===== src/sv/ffha_pkg.sv =====
`timescale 1ns / 1ps
// ----------------------------------------------------------------------------
// ffha_pkg
// Shared types and constants of the first-fit heap allocator.
// ----------------------------------------------------------------------------
package ffha_pkg;

   localparam int unsigned ARENA_BYTES  = 65536;
   localparam int unsigned HEADER_BYTES = 17;
   localparam int unsigned SPLIT_SLACK  = 10;

   localparam int unsigned ADDR_W = $clog2(ARENA_BYTES);
   localparam int unsigned SIZE_W = 16;
   localparam int unsigned SUM_W  = ADDR_W + 2;

   typedef struct packed {
      logic              live;
      logic              used;
      logic              has_next;
      logic [ADDR_W-1:0] next;
      logic [SIZE_W-1:0] size;
   } hdr_type;

   localparam int unsigned HDR_W = $bits(hdr_type);

   localparam hdr_type RESET_HDR = '{
      live:     1'b1,
      used:     1'b0,
      has_next: 1'b0,
      next:     '0,
      size:     SIZE_W'(ARENA_BYTES - HEADER_BYTES)
   };

   typedef enum logic [1:0] {
      WR_SPLIT,
      WR_GRANT,
      WR_BACK,
      WR_RETIRE
   } wr_sel_type;

   typedef enum logic [1:0] {
      RSP_NONE,
      RSP_GRANT,
      RSP_OOM
   } rsp_kind_type;

   typedef struct packed {
      logic         load_req;
      logic         rd;
      logic         rd_next;
      logic         cap_a;
      logic         cap_b;
      logic         step;
      logic         clr_used;
      logic         merge;
      logic         we;
      wr_sel_type   wsel;
      logic         push;
      rsp_kind_type kind;
   } cmd_type;

   typedef struct packed {
      logic in_free;
      logic in_foff_ok;
      logic a_live;
      logic a_used;
      logic a_has_next;
      logic a_fit;
      logic a_split;
      logic adjacent;
      logic b_used;
      logic out_free;
   } status_type;

endpackage


===== src/sv/ffha_ctrl.sv =====
`timescale 1ns / 1ps
// ----------------------------------------------------------------------------
// ffha_ctrl
// Sequencer for block walks, splits, forward merges and result hand-off.
// ----------------------------------------------------------------------------
module ffha_ctrl (
   input  logic                clock,
   input  logic                reset,
   input  logic                req_tvalid,
   output logic                req_tready,
   input  ffha_pkg::status_type st,
   output ffha_pkg::cmd_type    cmd
);

   typedef enum logic [3:0] {
      S_IDLE,
      S_A_RD,
      S_A_CAP,
      S_A_CHK,
      S_A_WNEW,
      S_A_WCUR,
      S_F_RD,
      S_F_CAP,
      S_F_CHK,
      S_M_CHK,
      S_M_RD,
      S_M_CAP,
      S_M_EVAL,
      S_WBACK,
      S_RESP
   } state_type;

   state_type              state_ff, state_in;
   ffha_pkg::rsp_kind_type kind_ff, kind_in;

   always_comb begin
      state_in     = state_ff;
      kind_in      = kind_ff;
      cmd          = '0;
      cmd.wsel     = ffha_pkg::WR_BACK;
      cmd.kind     = kind_ff;
      unique case (state_ff)
         S_IDLE: begin
            if (req_tvalid) begin
               cmd.load_req = 1'b1;
               kind_in      = ffha_pkg::RSP_NONE;
               if (!st.in_free) begin
                  state_in = S_A_RD;
               end else if (st.in_foff_ok) begin
                  state_in = S_F_RD;
               end else begin
                  state_in = S_RESP;
               end
            end
         end
         S_A_RD: begin
            cmd.rd   = 1'b1;
            state_in = S_A_CAP;
         end
         S_A_CAP: begin
            cmd.cap_a = 1'b1;
            state_in  = S_A_CHK;
         end
         S_A_CHK: begin
            if (!st.a_live) begin
               kind_in  = ffha_pkg::RSP_OOM;
               state_in = S_RESP;
            end else if (!st.a_used && st.a_fit) begin
               state_in = st.a_split ? S_A_WNEW : S_A_WCUR;
            end else if (st.a_has_next) begin
               cmd.step = 1'b1;
               state_in = S_A_RD;
            end else begin
               kind_in  = ffha_pkg::RSP_OOM;
               state_in = S_RESP;
            end
         end
         S_A_WNEW: begin
            cmd.we   = 1'b1;
            cmd.wsel = ffha_pkg::WR_SPLIT;
            state_in = S_A_WCUR;
         end
         S_A_WCUR: begin
            cmd.we   = 1'b1;
            cmd.wsel = ffha_pkg::WR_GRANT;
            kind_in  = ffha_pkg::RSP_GRANT;
            state_in = S_RESP;
         end
         S_F_RD: begin
            cmd.rd   = 1'b1;
            state_in = S_F_CAP;
         end
         S_F_CAP: begin
            cmd.cap_a = 1'b1;
            state_in  = S_F_CHK;
         end
         S_F_CHK: begin
            if (st.a_live) begin
               cmd.clr_used = 1'b1;
               state_in     = S_M_CHK;
            end else begin
               state_in = S_RESP;
            end
         end
         S_M_CHK: begin
            state_in = (st.a_has_next && st.adjacent) ? S_M_RD : S_WBACK;
         end
         S_M_RD: begin
            cmd.rd      = 1'b1;
            cmd.rd_next = 1'b1;
            state_in    = S_M_CAP;
         end
         S_M_CAP: begin
            cmd.cap_b = 1'b1;
            state_in  = S_M_EVAL;
         end
         S_M_EVAL: begin
            if (st.b_used) begin
               state_in = S_WBACK;
            end else begin
               cmd.merge = 1'b1;
               cmd.we    = 1'b1;
               cmd.wsel  = ffha_pkg::WR_RETIRE;
               state_in  = S_M_CHK;
            end
         end
         S_WBACK: begin
            cmd.we   = 1'b1;
            cmd.wsel = ffha_pkg::WR_BACK;
            state_in = S_RESP;
         end
         S_RESP: begin
            if (st.out_free) begin
               cmd.push = 1'b1;
               state_in = S_IDLE;
            end
         end
         default: begin
            state_in = S_IDLE;
         end
      endcase
   end

   always_ff @(posedge clock) begin
      if (reset) begin
         state_ff <= S_IDLE;
         kind_ff  <= ffha_pkg::RSP_NONE;
      end else begin
         state_ff <= state_in;
         kind_ff  <= kind_in;
      end
   end

   assign req_tready = (state_ff == S_IDLE);

   a_no_rd_and_wr: assert property (@(posedge clock) disable iff (reset)
      !(cmd.rd && cmd.we))
      else $error("header read and write in the same cycle");

   a_cap_after_rd: assert property (@(posedge clock) disable iff (reset)
      (cmd.cap_a || cmd.cap_b) |-> $past(cmd.rd))
      else $error("header captured without a read the cycle before");

   a_push_when_free: assert property (@(posedge clock) disable iff (reset)
      cmd.push |-> st.out_free)
      else $error("result pushed over a pending result");

   a_busy_after_accept: assert property (@(posedge clock) disable iff (reset)
      (req_tvalid && req_tready) |=> !req_tready)
      else $error("new item taken while one is in progress");

endmodule


===== config.mk =====
export PLATFORM = sky130hd
export DESIGN_NAME = ffha_ctrl
export DESIGN_NICKNAME = d
export VERILOG_FILES = /design/src/sv/ffha_pkg.sv /design/src/sv/ffha_ctrl.sv
export SDC_FILE = /design/constraint.sdc
export NUM_CORES = 1
export LEC_CHECK = 0
export BUFFER_PORTS_ARGS = -buffer_cell sky130_fd_sc_hd__buf_2
export CAP_MARGIN = 10
export CELL_PAD_IN_SITES_DETAIL_PLACEMENT = 1
export CELL_PAD_IN_SITES_GLOBAL_PLACEMENT = 2
export CORE_MARGIN = 2
export CORE_UTILIZATION = 24
export CTS_CLUSTER_DIAMETER = 60
export CTS_CLUSTER_SIZE = 28
export DETAILED_ROUTE_END_ITERATION = 8
export PLACE_DENSITY = 0.91
export SYNTH_ARGS = -nofsm -noshare
export SYNTH_HDL_FRONTEND = slang
export SYNTH_SLANG_ARGS = --single-unit
export TNS_END_PERCENT = 50

===== constraint.sdc =====
create_clock -name clock -period 3.6 [get_ports clock]
set_input_delay 0.18 -clock clock [delete_from_list [all_inputs] [get_ports clock]]
set_output_delay 0.18 -clock clock [all_outputs]
set_load 0.05 [all_outputs]

**Word-level counts from Yosys, hierarchy flattened**

Cells that the tools add are included.

- Equality and inequality tests: 18
- Add/subtract/negate cells: 0
- $mul: 0
- $lt $le $gt $ge: 0
- Shifts and indexed selects: 0
- Reduce and logical (&&, ||, !) cells: 10
- Div/mod/pow operators: 0
- Bitwise operators: 0
- Muxes and demuxes: 34

Operators by type and width:

| cell | number |
|---|---|
| 4-bit one-hot mux with 14 select lines | 1 |
| 4-bit 2-to-1 mux | 8 |
| 4-bit equality test, second input constant | 7 |
| 4-bit by 3-bit equality test with 1-bit output, second input constant | 4 |
| 1-bit 2-to-1 mux | 16 |
| 3-bit one-hot mux with 4 select lines | 1 |
| 3-bit 2-to-1 mux | 3 |
| 4-bit by 2-bit equality test with 1-bit output, second input constant | 2 |
| 2-bit 2-to-1 mux | 4 |
| 3-bit inequality test, second input constant | 2 |
| 2-bit one-hot mux with 3 select lines | 1 |
| 4-bit by 1-bit equality test with 1-bit output, second input constant | 1 |
| 4-bit zero test | 1 |
| 2-bit inequality test, second input constant | 2 |
| 4-bit AND reduction | 1 |
| 2-bit OR reduction | 2 |
| 3-bit nonzero test | 1 |
| 3-bit OR reduction | 1 |
| 1-bit logical AND | 2 |
| 2-bit AND reduction | 1 |
| 1-bit zero test | 1 |

- Bits in latches: 0
- Input port bits: 13
- ROM bits: 0
- Logic and storage cells: 64
- Bits in writable memories: 0
- Memories kept: 0
- Register bits: 6
- Output and inout bits: 15

**Logic depth before layout (Yosys ltp)**

- Depth after elaboration: 5
- Depth in mapped cells: 6
- Gate-level depth less buffers: 4

**Worst setup path before layout**

OpenSTA, ideal clock, no wires.

- Kind: flip-flop to output port
- Start point: reg state_ff[0]
- End point: out cmd[8] (netlist name)
- Path slack: 1.323 ns
- Buffers on the path: 0
- Stages on the path, launching flop included: 3
- Data required time: 3.420 ns
- Arrival time: 2.097 ns
- Cell sequence: dfxtp_1 nand2b_1 nor4_1

RTL lines:

| what | RTL line | source |
|---|---|---|
| from (decl) | ffha_ctrl.sv:33 | `state_type state_ff, state_in;` |
| from (signal assigned) | ffha_ctrl.sv:149 | `state_ff <= state_in;` |
| to (decl) | ffha_ctrl.sv:12 | `output ffha_pkg::cmd_type cmd` |

==> reports/metrics.csv <==
metric,value,unit
run status,completed,
Area contributors post-synth,"dfxtp_1, nor2_1, a31oi_1",
dpl hpwl,1.337,mm
slew margin rel.,0.5885,
Lkg Pwr,0.3275,nW
Worst EP required,3420,ps
Post-Synthesis Cells,83,
min Tclk post-route,2020,ps
WP data arrival,1840,ps
largest net degree at the start of global routing,19,
syn nets,96,
pwr/cell area,897.7,nW/um2
Unique masters post-synth,30,
total die area,2783,um2
Nets,123,
TNS Setup,0,ps
Worst-path clk slew,40,ps
multi-input logic area,411.6,um2
maximum vdd drop,0.2512,mV
main combinational cell family by area after synthesis,simple AND/OR/NAND/NOR gates,
largest stage delay on the critical path,700,ps
Max Clock Skew,5.836,ps
synthesized area,570.5,um2
core footprint,2233,um2
ANT cells,0,
Setup Crit Path Kind,flip-flop to output port,
Seq cells post-synth,6,
Avg Vias per Cell,5.088,
period utilisation layout,0.5610,
Peak Freq,495.1,MHz
Post-Synth XOR/XNOR Area,0,
root buffer cell,clkbuf_4,
final instance area,735.7,um2
number of global-route vias before repair,625,
post-synthesis sequential area ratio,0.2105,
compound-gate portion of the synthesized area,0.2851,
Num CTS Buffers,3,
GRT Total Usage,0.1322,
Area Overhead vs Synth,28.95,%
"Core Util, Final",0.3294,
Total Wirelength,1.729,mm
Place WS,1832,ps
Internal,262.1,uW
Initial Utilization,0.2555,
YS warnings,0,
Reg area,120.1,um2
DR WL/cell,12.71,um
post-synth top area cell,dfxtp_1,
Buffers & Inverters on Critical Path,1,
simple-gate area share of the yosys netlist,0.4189,
# fillers,303,
CP Launch Type,flip-flop,
# IOs,28,
initial antenna violation count,0,
"Slew Viols, Final",0,
slew at the pin closest to its max-slew limit,616.5,ps
setup bufs post-CTS,0,
multiplexer share of the synthesized area,0.01754,
Switching Power,398.3,uW
clk sinks,6,
Die Y,52.76,um
Setup Viol. Count Final,0,
via count,692,
Clock Tree Buf Depth,2,
syn_area_per_cell,6.874,um2
sw frac,0.6031,
Synth Area in Adders,0,
level count of the clock H-tree,1,
DRC,0,
CP max-delay cell,dfxtp_1,
"antenna viol nets, final",0,
Initial DRT Pass Iterations,3,
kind of end point of the critical path,output port,
row count,17,
share of cells above drive strength 1,0.3148,
GP Congestion,0.7857,
post-CTS resize count,0,
max-cap violation count,0,
Port Buffers,27,
"Hold-fix buffers, CTS",0,
CP cell instances,"nand2_1, nor2_1, a21oi_1, o22ai_1, buf_2",
CTS tree,yes,
GRT overflow,0,
DRT iter0 DRCs,6,
Die W,52.76,um
first-pass GRT wire length,2.718,mm
Gate power share,0.654,
Clock power frac,0.094,
Placement Cell Area,713.2,um2
clock latency on the worst-skew pair,250,ps
Flop pwr share,0.252,
share of the synthesized area in the top cell type,0.2105,
CP top delay family,flip-flops,
Hold Crit Class,primary input to flip-flop,
largest fanout on the critical path,18,
post-route setup slack,1580,ps
RSZ-0062 raised after global routing,false,
Hold Fails Final Rpt,0,
## worst reg2reg max path, cell delays in order, from the launching register on
cell and delay, ps:
dfxtp_1 650, nand2b_1 260, a211o_1 290, o221ai_1 200, and3b_1 180
## state kept, by name (all words and copies together), names as in the netlist
signal,cells
state_ff,4
kind_ff,2
## final timing paths
kind / startpoint / endpoint / cells past startpoint / slack (ps)
min: reset / kind_ff[1] / 2 / 140
min reg2reg: kind_ff[1] / kind_ff[1] / 2 / 480
max reg2reg: state_ff[0] / state_ff[0] / 4 / 1980
max: state_ff[1] / cmd[12] / 5 / 1580
## power groups by stage
| stage | Sequential (mW) | Clock, mW | Combinational, mW |
|---|---|---|---|
| 2_1_floorplan | 0.114 | 0 | 0.397 |
| 5_1_grt | 0.177 | 0.0697 | 0.462 |
| 3_3_place_gp | 0.164 | 0 | 0.428 |
| 4_1_cts | 0.165 | 0.0666 | 0.434 |
| 6_report | 0.166 | 0.0622 | 0.432 |
| 3_5_place_dp | 0.167 | 0 | 0.433 |
## cell usage in the layout, fill, tap and decap left out, types with 2 or more instances in the layout
cell type / instances
buf_2: 27
nor2_1: 11
a21oi_1: 7
nand2_1: 6
nand2b_1: 6
a31oi_1: 6
dfxtp_1: 6
nor3_1: 3
nor2b_1: 3
inv_1: 3
a211oi_1: 3
clkbuf_4: 3
nor3b_1: 2
and3_1: 2
or2_2: 2
o22ai_1: 2
and2_1: 2
nand3_1: 2
## area by class of cell
cell class / count / area share
Multi-Input combinational cell: 69 / 0.5595
Timing Repair Buffer: 27 / 0.1837
Sequential cell: 6 / 0.1633
Tap cell: 28 / 0.04762
Clock buffer: 3 / 0.03061
Inverter: 3 / 0.01531
## synth_stat cells
library cell,count
nor2b_1,3
nor4_1,1
buf_2,4
o21ai_0,1
nand3_1,2
nor4_2,1
and2_1,2
a22oi_1,1
a211o_1,1
o31ai_1,1
nor3b_1,2
or2_2,2
a31oi_1,6
a21oi_1,7
nor3_1,3
dfxtp_1,6
and3b_1,1
nand2b_4,1
inv_1,3
nand2_1,6
and3_1,2
a211oi_1,3
nor2_1,11
nand2b_1,6
o221ai_1,1
buf_4,1
o311ai_0,1
o31a_1,1
mux2i_1,1
o22ai_1,2
## cells by family after synthesis
group / Yosys count
AOI/OAI and AO/OA: 25
muxes: 1
DFF: 6
and+or+nand+nor: 43
buffers and inverters: 8
## per-layer routing
layer / wire, um / vias up / track usage
met3: 66 / 2 / 0.02000
met2: 850 / 16 / 0.2104
met1: 789 / 318 / 0.1667
met4: 23 / 0 / 0.07692
li1: - / 356 / -
met5: 0 / - / 0
## through the flow
| stage | total power, mW | instances | hold WS, ps |
|---|---|---|---|
| 3_5_place_dp | 0.6002 | 133 | 394.5 |
| 4_1_cts | 0.6663 | 136 | 130.0 |
| 5_1_grt | 0.7086 | 136 | 135.9 |
| 2_1_floorplan | 0.5109 | 83 | 249.1 |
| 3_3_place_gp | 0.5923 | 133 | 383.8 |
| 6_report | 0.6605 | 136 | 140.9 |
Note: power is estimated with default switching activity, not from simulation.
